$ cat src/rtl/rgb_to_ycbcr420_p010_top_defines.svh
// Assertion macros for the RGB to YCbCr 4:2:0 P010 converter.
// Taken in by the modules that carry concurrent assertions; no dependencies.
`ifndef RGB_TO_YCBCR420_P010_TOP_DEFINES_SVH
`define RGB_TO_YCBCR420_P010_TOP_DEFINES_SVH

// same-cycle implication, checked out of reset
`define RYC420_ASSERT_IMPL(label, clk, rst_n, ante, cons) \
  label: assert property (@(posedge clk) disable iff (!(rst_n)) (ante) |-> (cons)) \
    else $error("ryc420 assertion failed");

// next-cycle implication, checked out of reset
`define RYC420_ASSERT_NEXT(label, clk, rst_n, ante, cons) \
  label: assert property (@(posedge clk) disable iff (!(rst_n)) (ante) |=> (cons)) \
    else $error("ryc420 assertion failed");

`endif

$ cat src/rtl/ryc420_pkg.sv
// Shared types and constants for the RGB to YCbCr 4:2:0 P010 converter.
// No dependencies; used by the lane, merge and top-level modules.
`timescale 1ns / 1ps

package ryc420_pkg;

  localparam int unsigned NumLanes  = 4;
  localparam int unsigned CompW     = 16;
  localparam int unsigned CoefW     = 16;
  localparam int unsigned ProdW     = CompW + CoefW;
  localparam int unsigned ChromaW   = ProdW + 2;
  localparam int unsigned ChromaSumW = ChromaW + 3;
  localparam int unsigned CodeW     = 10;

  localparam logic [CoefW-1:0] KyR  = 16'd19595;
  localparam logic [CoefW-1:0] KyG  = 16'd38470;
  localparam logic [CoefW-1:0] KyB  = 16'd7471;
  localparam logic [CoefW-1:0] KcbR = 16'd11058;
  localparam logic [CoefW-1:0] KcbG = 16'd21710;
  localparam logic [CoefW-1:0] KcbB = 16'd32768;
  localparam logic [CoefW-1:0] KcrR = 16'd32768;
  localparam logic [CoefW-1:0] KcrG = 16'd27439;
  localparam logic [CoefW-1:0] KcrB = 16'd5329;

  // 65535*1024/2047 in Q18 plus half an LSB of the Q18 -> word step
  localparam logic signed [ChromaSumW-1:0] ChromaOfsRnd = 37'sd8594130871;

  typedef struct packed {
    logic s1;
    logic s2;
  } stage_en_t;

  typedef struct packed {
    logic [CodeW-1:0]          luma;
    logic signed [ChromaW-1:0] cb;
    logic signed [ChromaW-1:0] cr;
  } lane_out_t;

endpackage

$ cat src/rtl/ryc420_merge.sv
// Merge stage: averages lane chroma, adds offset, rounds and clamps; holds result.
// Depends on ryc420_pkg.
`timescale 1ns / 1ps

module ryc420_merge (
  input  logic                                       clk_i,
  input  logic                                       en_i,
  input  ryc420_pkg::lane_out_t [ryc420_pkg::NumLanes-1:0] lanes_i,
  output logic [ryc420_pkg::NumLanes-1:0][ryc420_pkg::CodeW-1:0] luma_o,
  output logic [ryc420_pkg::CodeW-1:0]               cb_code_o,
  output logic [ryc420_pkg::CodeW-1:0]               cr_code_o
);
  import ryc420_pkg::*;

  logic signed [ChromaSumW-1:0] cb_sum, cr_sum;
  logic [CodeW-1:0] cb_code_d, cr_code_d;
  logic [NumLanes-1:0][CodeW-1:0] luma_q;
  logic [CodeW-1:0] cb_code_q, cr_code_q;

  function automatic logic [CodeW-1:0] to_code(input logic signed [ChromaSumW-1:0] v);
    logic [CodeW-1:0] c;
    c = v[33:24];
    if (v[ChromaSumW-1]) begin
      c = '0;
    end else if (|v[ChromaSumW-2:34]) begin
      c = '1;
    end
    return c;
  endfunction

  always_comb begin
    cb_sum = ChromaOfsRnd;
    cr_sum = ChromaOfsRnd;
    for (int l = 0; l < NumLanes; l++) begin
      cb_sum = cb_sum + ChromaSumW'(lanes_i[l].cb);
      cr_sum = cr_sum + ChromaSumW'(lanes_i[l].cr);
    end
    cb_code_d = to_code(cb_sum);
    cr_code_d = to_code(cr_sum);
  end

  always_ff @(posedge clk_i) begin
    if (en_i) begin
      for (int l = 0; l < NumLanes; l++) begin
        luma_q[l] <= lanes_i[l].luma;
      end
      cb_code_q <= cb_code_d;
      cr_code_q <= cr_code_d;
    end
  end

  assign luma_o    = luma_q;
  assign cb_code_o = cb_code_q;
  assign cr_code_o = cr_code_q;

endmodule

$ cat config.mk
export PLATFORM = sky130hd
export DESIGN_NAME = ryc420_merge
export DESIGN_NICKNAME = d
export VERILOG_FILES = /design/src/rtl/rgb_to_ycbcr420_p010_top_defines.svh /design/src/rtl/ryc420_pkg.sv /design/src/rtl/ryc420_merge.sv
export SDC_FILE = /design/constraint.sdc
export NUM_CORES = 1
export LEC_CHECK = 0
export ABC_AREA = 1
export ABC_CLOCK_PERIOD_IN_PS = 5140
export BUFFER_PORTS_ARGS = -buffer_cell sky130_fd_sc_hd__buf_2
export CORE_ASPECT_RATIO = 0.7
export CORE_UTILIZATION = 40
export DETAILED_ROUTE_END_ITERATION = 8
export HOLD_SLACK_MARGIN = 0.02
export PLACE_DENSITY = 0.67
export SKIP_CTS_REPAIR_TIMING = 1
export SLEW_MARGIN = 5
export SYNTH_ARGS = -nofsm -noshare
export SYNTH_HDL_FRONTEND = slang
export SYNTH_SLANG_ARGS = --single-unit
$ cat constraint.sdc
create_clock -name clk_i -period 5.14 [get_ports clk_i]
set_input_delay 0.257 -clock clk_i [delete_from_list [all_inputs] [get_ports clk_i]]
set_output_delay 0.257 -clock clk_i [all_outputs]
set_load 0.01 [all_outputs]
==> parameters.txt <==
Parameter                              Value

STA
  Clock period minus worst slack    3595 ps
  Total count of hold-check failures in the final report    0
  Final setup TNS    0 ps
  Max transition margin    0.4963
  Post-route setup slack    1545 ps
  Pin slew with the least headroom to its limit    755.5 ps
  Unrepaired setup endpoints after global routing    no
  Max Clock Freq    278.2 MHz
  Final setup violation count    0
  Max-slew violation count    0
  Ratio of final minimum period to clock period    0.6994

Floorplanning
  Placement row count    52
  Die Height    145.6 um
  Core outline area    28,950 um2
  Die Area    30,150 um2
  Die span in x    207.1 um
  Initial standard-cell utilization of the core    0.4068
  I/O Pins    374

CTS
  Clock Tree Buf Depth    2
  H-tree depth reported by CTS    3
  Total clock sinks    60
  Root Buffer    clkbuf_16
  CTS tree    yes
  Clock transition at the registers of the reported paths    60 ps
  Num CTS Buffers    9

GRT
  Leftover overflow at the end of global routing    0
  Via count of the first global-routing pass    10,652
  Total routing resource utilization after global routing    0.2208
  Number of antenna violations at the first check in global routing    0
  Pin count of the biggest net entering global routing    61
  Global-route wire length before repair    53,050 um

Pwr
  Internal power    2.501 mW
  Share of power burned in combinational logic    0.760
  P per Cell Area    382.6 nW/um2
  NetSw    3.008 mW
  Share of total power in the clock network    0.100
  P_leak    8.820 nW
  Share of total power consumed by net switching    0.5461
  Part of the total power dissipated in sequential elements    0.139
  Worst VDD drop    0.2032 mV

Critical path
  Number of buffers and inverters on the critical path    5
  Delay contributed by the slowest stage of the critical path    520 ps
  Slowest-stage cell, CP    fa_1
  Worst Path Arrival    3670 ps
  Critical path's top delay family    adder cells
  Endpoint required time on the critical path    5220 ps
  Ordered cell list for the critical path    buf_2 -> inv_1 -> fa_1 -> fa_1 -> inv_1 -> fa_1 -> ha_1 -> nand2_1 -> nor2_1 -> inv_1 -> nor2_2 -> nand3_2 -> nor2_2 -> nand2_1 -> nand3_1 -> nand2_2 -> nand2_4 -> nand3_1 -> nand2_1 -> inv_1
  Dominant cell type by count on the critical path    inv_1
  Crit end category    register
  CP Max Fanout    10
  Startpoint types    input port
  Worst Path Class, Setup    in -> reg

Place
  Final weighted congestion of routability-driven global placement    0.9037
  Worst-case setup slack after placement    1243 ps
  Number of port buffers    373
  Dpl hpwl    29,850 um

Route
  Sum of routed wire length over all layers    32,530 um
  Via density    4.505
  Average wire per standard cell    13.44 um
  Total via count in the routed design    10,907
  DRC viols    17
  First-pass detailed-route iteration total    9
  Initial DRC Count    617
  Antenna violation net count after detailed routing    0

Synth
  Post-synthesis instance total    1,653
  Number of flip-flops and latches in the synthesized netlist    60
  Count of synthesis-stage warnings from yosys    0
  Number of nets in the synthesized netlist    2,247
  Sequential cell area fraction in the yosys report    0.1530
  Area share of the largest cell type after synthesis    0.2346
  Most area-consuming cells after synthesis    fa_1 23%, inv_1 18%, edfxtp_1 15%
  Avg Synthesized Cell Area    7.125 um2
  Cell accounting for the most synthesized area    fa_1
  Number of unique standard cell types used by synthesis    33
  Cell Area, Synth    11,780 um2

Finish
  Layout filler cell count    2,926
  Ant diodes    0
  Net count of the finished layout    2,632
  Area growth, synth to finish    22.27%
  Layout cell share with drive strength beyond 1    0.2070

Outcome
  Outcome    finished, violations left
  Violations in the final reports    design-rule violations

Hold path
  Worst min-delay path category    in -> reg

Job
  Maximum capacitance violations    0
cells by family (layout without fill, tap and decap cells):
kind of cell | Yosys count | in the layout | share of synthesized area
AO/OA/AOI/OAI | 96 | 96 | 0.04536
XOR/XNOR | 4 | 4 | 0.002975
buffers and inverters | 552 | 942 | 0.1759
AND/OR/NAND/NOR | 661 | 661 | 0.2373
adder cells (fa/ha/maj) | 280 | 280 | 0.3854
flip-flops | 60 | 60 | 0.1530
worst paths after layout:
check    startpoint            to  cells past startpoint
max     lanes_i[32]  cr_code_o[0]                     20
min    lanes_i[149]    luma_o[13]                      1
synthesized netlist by cell type (all sizes together):
master / instances
nor2: 119
nand3: 55
o21a: 3
o2111ai: 1
nor2b: 1
a21oi: 60
a21boi: 1
edfxtp: 60
ha: 142
fa: 138
o21ai: 15
and2: 2
nand4: 11
nor3: 20
a21o: 3
nor4: 3
and3: 1
a211oi: 1
o21bai: 12
nand3b: 15
xnor2: 2
nand2: 434
xor2: 2
inv: 552
layout make-up:
cell class / count / area [um2] / share of cell area
Clock inverter: 7 / 50.05 / 0.003476
Inverter: 552 / 2072 / 0.1439
Clock buffer: 9 / 225.2 / 0.01564
Timing Repair Buffer: 374 / 1874 / 0.1302
Multi-Input combinational cell: 1041 / 7904 / 0.5489
Sequential cell: 60 / 1802 / 0.1251
Tap cell: 378 / 473.0 / 0.03284
metrics by stage:
stage / utilization / std cells / hold WS [ps] / area, um2 / total power [mW]
floorplan: - / 1653 / 355.9 / 11780 / 3.645
finish: 0.4974 / 2421 / 103.8 / 14400 / 5.509
global route: 0.4974 / 2421 / 89.68 / 14400 / 6.145
detailed placement: 0.4879 / 2405 / 435.2 / 14120 / 4.918
CTS: 0.4974 / 2421 / 91.85 / 14400 / 5.515
global placement: 0.4879 / 2405 / 433.7 / 14120 / 4.881
metal layers:
layer  track usage  wire length [um]
met1        0.3434             16730
met2        0.3314             13440
met3       0.03259              2163
met4       0.02313               193
met5             0                 0
power groups by stage:
stage / logic, mW / registers (mW) / clock network [mW]
floorplan: 2.83 / 0.813 / 0
CTS: 4.18 / 0.770 / 0.568
global route: 4.79 / 0.772 / 0.585
global placement: 4.10 / 0.778 / 0
detailed placement: 4.14 / 0.778 / 0
finish: 4.19 / 0.766 / 0.553
cell usage in the layout, fill, tap and decap left out, types with 2 or more instances in the layout:
cell,count
inv_6,3
nand2_1,419
and2_1,2
nor2_1,107
fa_1,138
inv_2,2
a21o_1,3
ha_1,142
nor3_1,18
edfxtp_1,60
a21oi_1,60
xnor2_1,2
o21ai_0,14
nor3_2,2
nand2_2,11
nand4_1,11
nor4_1,2
o21a_1,3
inv_1,550
o21bai_1,12
clkbuf_16,9
nand3_2,2
nand2_4,4
nor2_2,11
buf_2,373
xor2_1,2
clkinvlp_4,2
nand3b_1,15
nand3_1,53
flip-flops by register name, summed over array words and instances (netlist names):
name / flops
cb_code_o: 10
luma_o: 40
cr_code_o: 10
Note: power is estimated with default switching activity, not from simulation.
