--- src/rtl/rgb_to_ycbcr420_p010_top_defines.svh ---
// Assertion macros for the RGB to YCbCr 4:2:0 P010 converter.
// Taken in by the modules that carry concurrent assertions; no dependencies.
`ifndef RGB_TO_YCBCR420_P010_TOP_DEFINES_SVH
`define RGB_TO_YCBCR420_P010_TOP_DEFINES_SVH

// same-cycle implication, checked out of reset
`define RYC420_ASSERT_IMPL(label, clk, rst_n, ante, cons) \
  label: assert property (@(posedge clk) disable iff (!(rst_n)) (ante) |-> (cons)) \
    else $error("ryc420 assertion failed");

// next-cycle implication, checked out of reset
`define RYC420_ASSERT_NEXT(label, clk, rst_n, ante, cons) \
  label: assert property (@(posedge clk) disable iff (!(rst_n)) (ante) |=> (cons)) \
    else $error("ryc420 assertion failed");

`endif

--- src/rtl/ryc420_pkg.sv ---
// Shared types and constants for the RGB to YCbCr 4:2:0 P010 converter.
// No dependencies; used by the lane, merge and top-level modules.
`timescale 1ns / 1ps

package ryc420_pkg;

  localparam int unsigned NumLanes  = 4;
  localparam int unsigned CompW     = 16;
  localparam int unsigned CoefW     = 16;
  localparam int unsigned ProdW     = CompW + CoefW;
  localparam int unsigned ChromaW   = ProdW + 2;
  localparam int unsigned ChromaSumW = ChromaW + 3;
  localparam int unsigned CodeW     = 10;

  localparam logic [CoefW-1:0] KyR  = 16'd19595;
  localparam logic [CoefW-1:0] KyG  = 16'd38470;
  localparam logic [CoefW-1:0] KyB  = 16'd7471;
  localparam logic [CoefW-1:0] KcbR = 16'd11058;
  localparam logic [CoefW-1:0] KcbG = 16'd21710;
  localparam logic [CoefW-1:0] KcbB = 16'd32768;
  localparam logic [CoefW-1:0] KcrR = 16'd32768;
  localparam logic [CoefW-1:0] KcrG = 16'd27439;
  localparam logic [CoefW-1:0] KcrB = 16'd5329;

  // 65535*1024/2047 in Q18 plus half an LSB of the Q18 -> word step
  localparam logic signed [ChromaSumW-1:0] ChromaOfsRnd = 37'sd8594130871;

  typedef struct packed {
    logic s1;
    logic s2;
  } stage_en_t;

  typedef struct packed {
    logic [CodeW-1:0]          luma;
    logic signed [ChromaW-1:0] cb;
    logic signed [ChromaW-1:0] cr;
  } lane_out_t;

endpackage

--- src/rtl/ryc420_lane.sv ---
// One pixel lane: nine coefficient products, then luma code and Cb/Cr sums.
// Depends on ryc420_pkg.
`timescale 1ns / 1ps

module ryc420_lane (
  input  logic                                clk_i,
  input  ryc420_pkg::stage_en_t               en_i,
  input  logic [ryc420_pkg::CompW-1:0]        red_i,
  input  logic [ryc420_pkg::CompW-1:0]        green_i,
  input  logic [ryc420_pkg::CompW-1:0]        blue_i,
  output ryc420_pkg::lane_out_t               lane_o
);
  import ryc420_pkg::*;

  logic [ProdW-1:0] py_r_q, py_g_q, py_b_q;
  logic [ProdW-1:0] pcb_r_q, pcb_g_q, pcb_b_q;
  logic [ProdW-1:0] pcr_r_q, pcr_g_q, pcr_b_q;

  logic [ProdW:0]            luma_acc;
  logic signed [ChromaW-1:0] cb_d, cr_d;
  lane_out_t                 lane_d, lane_q;

  always_ff @(posedge clk_i) begin
    if (en_i.s1) begin
      py_r_q  <= KyR  * red_i;
      py_g_q  <= KyG  * green_i;
      py_b_q  <= KyB  * blue_i;
      pcb_r_q <= KcbR * red_i;
      pcb_g_q <= KcbG * green_i;
      pcb_b_q <= KcbB * blue_i;
      pcr_r_q <= KcrR * red_i;
      pcr_g_q <= KcrG * green_i;
      pcr_b_q <= KcrB * blue_i;
    end
  end

  // luma word never exceeds 65535, so the code is a plain slice
  always_comb begin
    luma_acc = {1'b0, py_r_q} + {1'b0, py_g_q} + {1'b0, py_b_q}
             + (ProdW+1)'(32768);
    cb_d = $signed({2'b00, pcb_b_q}) - $signed({2'b00, pcb_r_q})
         - $signed({2'b00, pcb_g_q});
    cr_d = $signed({2'b00, pcr_r_q}) - $signed({2'b00, pcr_g_q})
         - $signed({2'b00, pcr_b_q});
    lane_d.luma = luma_acc[ProdW-1:ProdW-CodeW];
    lane_d.cb   = cb_d;
    lane_d.cr   = cr_d;
  end

  always_ff @(posedge clk_i) begin
    if (en_i.s2) begin
      lane_q <= lane_d;
    end
  end

  assign lane_o = lane_q;

endmodule

--- config.mk ---
export PLATFORM = sky130hd
export DESIGN_NAME = ryc420_lane
export DESIGN_NICKNAME = d
export VERILOG_FILES = /design/src/rtl/rgb_to_ycbcr420_p010_top_defines.svh /design/src/rtl/ryc420_pkg.sv /design/src/rtl/ryc420_lane.sv
export SDC_FILE = /design/constraint.sdc
export NUM_CORES = 2
export LEC_CHECK = 0
export CORE_MARGIN = 3
export CORE_UTILIZATION = 25
export DETAILED_ROUTE_END_ITERATION = 10
export DONT_BUFFER_PORTS = 1
export RECOVER_POWER = 50
export SYNTH_ARGS = -nofsm -noshare
export SYNTH_HDL_FRONTEND = slang
export SYNTH_SLANG_ARGS = --single-unit
--- constraint.sdc ---
create_clock -name clk_i -period 6.35 [get_ports clk_i]
set_input_delay 1.27 -clock clk_i [delete_from_list [all_inputs] [get_ports clk_i]]
set_output_delay 1.27 -clock clk_i [all_outputs]
set_load 0.05 [all_outputs]
==> out/qor.tcl <==
set qor(grt_first_pass_wirelength_um) 185000
set qor(rsz0062_at_grt) {no}
set qor(gp_congestion) 0.920
set qor(floorplan.die.width_um) 417
set qor(skew_ns) 0.0496
set qor(net_count_after_synthesis) 5412
set qor(maxCapViolations) 0
set qor(io_pins) 129
set qor(synthTopCellsByArea) {sky130_fd_sc_hd__ha_1 25%, sky130_fd_sc_hd__fa_1 23%, sky130_fd_sc_hd__edfxtp_1 22%, sky130_fd_sc_hd__inv_1 8.5%, sky130_fd_sc_hd__xnor2_1 4.4%}
set qor(worst_r2r_startpoint) {pcr_r_q[15]$_DFFE_PP_}
set qor(syn-mean-instance-area_um2) 10.5
set qor(drtAntennaViolNets) 0
set qor(pin_count_of_the_biggest_net_entering_global_routing) 229
set qor(numClockSinks) 303
set qor(critPathArrivalTime_ns) 6.40
set qor(grtUsageMet3_pct) 2.02
set qor(post_synth_num_cell_types) 80
set qor(worstPathRequired_ns) 6.66
set qor(finalHoldViolCount) 0
set qor(max_clock_freq_mhz) 164
set qor(dieHeight_um) 417
set qor(synth.ff_latch_count) 303
set qor(worst_path_max_delay_cell) {sky130_fd_sc_hd__fa_1}
set qor(max_slew.worst_pin.slew_ns) 0.952
set qor(slowest_delay_ns) 0.49
set qor(first_global_vias) 30400
set qor(worst_hold_startpoint) {blue_i[12]}
set qor(floorplan.initialDensity_pct) 25.2
set qor(route.vias.total) 28900
set qor(placementRows) 150
set qor(clock_period_minus_final_worst_setup_slack_ns) 6.09
set qor(yosys_warnings) 0
set qor(tritoncts.num_buffers) 39
set qor(setup_viol) 0
set qor(run_status) {finished, final reports clean}
set qor(crit_path_start) {green_i[1]}
set qor(synth_area_um2) 42200
set qor(drt-wirelength-per-cell_um) 18.7
set qor(synth_enable_flop_cells) 303
set qor(clk-insertion-delay-late_ns) 0.62
set qor(timing.slew.headroom_pct) 36.7
set qor(grt_use_met1_pct) 19.1
set qor(post-route-util_pct) 28.8
set qor(initial_antenna_violation_count) 4
set qor(grt_busiest_layer) {met2}
set qor(ys_seq_area_share_pct) 21.5
set qor(clock-root-buffer) {sky130_fd_sc_hd__clkbuf_16}
set qor(drt_first_pass_iters) 6
set qor(placed_area_um2) 46900
set qor(finalNetCount) 5688
set qor(overall_routed_net_length_um) 122000
set qor(critical_path.endpoint_type) {register}
set qor(gr-usage-met2_pct) 23.7
set qor(synth.top_cells.by_count) {960 x sky130_fd_sc_hd__inv_1, 845 x sky130_fd_sc_hd__ha_1, 491 x sky130_fd_sc_hd__fa_1, 303 x sky130_fd_sc_hd__edfxtp_1, 210 x sky130_fd_sc_hd__xnor2_1}
set qor(place_inst) 6464
set qor(remaining_drcs) 0
set qor(yosysTopAreaCell) {sky130_fd_sc_hd__ha_1}
set qor(synthCells) 4025
set qor(hold_crit_class) {input port to register}
set qor(layout_worst_path_cycle_share_pct) 95.9
set qor(clock_path_buffers) 3
set qor(worst-path-max-fanout) 9
set qor(detailed_place_hpwl_um) 107000
set qor(cpMostUsedCell) {sky130_fd_sc_hd__fa_1}
set qor(core_area_um2) 167000
set qor(slew_viol_final) 0
set qor(critical_path.cell_chain) {ha_1 > inv_1 > fa_1 > fa_1 > inv_1 > fa_1 > inv_1 > fa_1 > inv_1 > fa_1 > ha_1 > nand3_1 > nor3_1 > nand3_1 > o21ai_0 > o21ai_0 > o311a_1 > o21bai_1 > a21oi_1 > xnor2_1}
set qor(yosysTopAreaCellShare_pct) 25.0
set qor(final_layout_size_suffix_gt1_share_pct) 8.22
set qor(dieArea_um2) 174000
set qor(track_usage_pct) 14.1
set qor(port_buffers) 0
set qor(clock_tree.htree_level_count) 2
set qor(stdcell_count) 6536
set qor(clkSlewWorstSetupHoldPaths_ns) 0.07
set qor(hold_ws_ns) 0.743
set qor(flow.area_growth_from_synthesis_pct) 14.2
set qor(vias_per_cell) 4.42
set qor(synthFlopType) {sky130_fd_sc_hd__edfxtp_1}
set qor(startpoint_type) {input port}
set qor(synthMostInstantiatedCell) {sky130_fd_sc_hd__inv_1}
set qor(clock_tree_from_tritoncts) {done}
set qor(asyncSetResetFlopFracSynth_pct) 0
set qor(postLayoutCellArea_um2) 48200
set qor(grt-ovfl-total) 0
set qor(post_cts_repair_timing_setup_buffer_count) 0
set qor(drt_first_iter_violations) 1518
set qor(criticalPathCategory) {input port to register}
==> state kept, by name, indices dropped and copies added (netlist names), 26 cells and up <==
name / count
pcr_g_q: 31
pcr_b_q: 29
py_b_q: 28
pcb_r_q: 26
lane_o: 75
pcb_g_q: 27
py_g_q: 29
py_r_q: 30
==> through the flow <==
step,setup TNS (ns),setup WS [ns]
after CTS,0,0.257
final,0,0.263
after detailed placement,-5.42,-0.414
after global placement,-3.52,-0.318
after floorplan,-0.0440,-0.0440
after global routing,0,0.0119
==> final cells by class <==
cell class                 count  area [µm²]
antenna                        1        2.50
clock buffer                  44         995
clock inverter                27         345
fill                       17600      119000
inverter                     960        3610
multi-input combinational   2752       29600
sequential                   303        9100
tap                         2204        2760
timing repair buffer         245        1860
==> repair_timing <==
action,in CTS,in global routing
hold buffers,0,0
setup endpoints to repair,0,2
resized for setup,0,2
==> path summary, 6_finish.rpt <==
kind	end	cells past startpoint	slack (ns)
hold / removal	pcb_b_q[27]$_DFFE_PP_	0	0.74
setup reg to reg	lane_o[66]$_DFFE_PP_	19	0.78
hold reg to reg	lane_o[65]$_DFFE_PP_	2	0.78
setup / recovery	pcb_g_q[30]$_DFFE_PP_	20	0.26
==> kinds of logic after synthesis <==
| family | synth area share, % |
|---|---|
| compound gates | 9.91 |
| other cells | 0.00888 |
| flops | 21.5 |
| mux | 0.0267 |
| xor+xnor | 5.66 |
| simple gates | 5.89 |
| fa+ha+maj | 48.3 |
| buf+inv | 8.65 |
==> cells in the final DEF (no fill, tap or decap), types with 63 or more instances in the layout <==
cell type,n
sky130_fd_sc_hd__xnor2_1,210
sky130_fd_sc_hd__a21o_1,79
sky130_fd_sc_hd__edfxtp_1,303
sky130_fd_sc_hd__xor2_1,63
sky130_fd_sc_hd__buf_4,243
sky130_fd_sc_hd__nor2_1,162
sky130_fd_sc_hd__ha_1,841
sky130_fd_sc_hd__inv_1,959
sky130_fd_sc_hd__a21oi_1,201
sky130_fd_sc_hd__fa_1,490
sky130_fd_sc_hd__o21ai_0,99
sky130_fd_sc_hd__nand2_1,94
==> critical path, delay by kind of cell <==
kind,cells,cell delay (ns)
AOI/OAI and AO/OA,5,1.14
adders and majority gates,7,3.01
xor gates and xnor gates,1,0.12
buffers and inverters,4,0.26
and+or+nand+nor,3,0.59
==> metal layers <==
layer	wire, µm	vias up
met4	2950	0
met3	5390	128
met5	0	-
li1	-	14000
met1	56200	14300
met2	57500	540
Power is left out: the tool's default activity adds up to more than one toggle a clock period on the data nets, which glitch-free logic cannot reach.
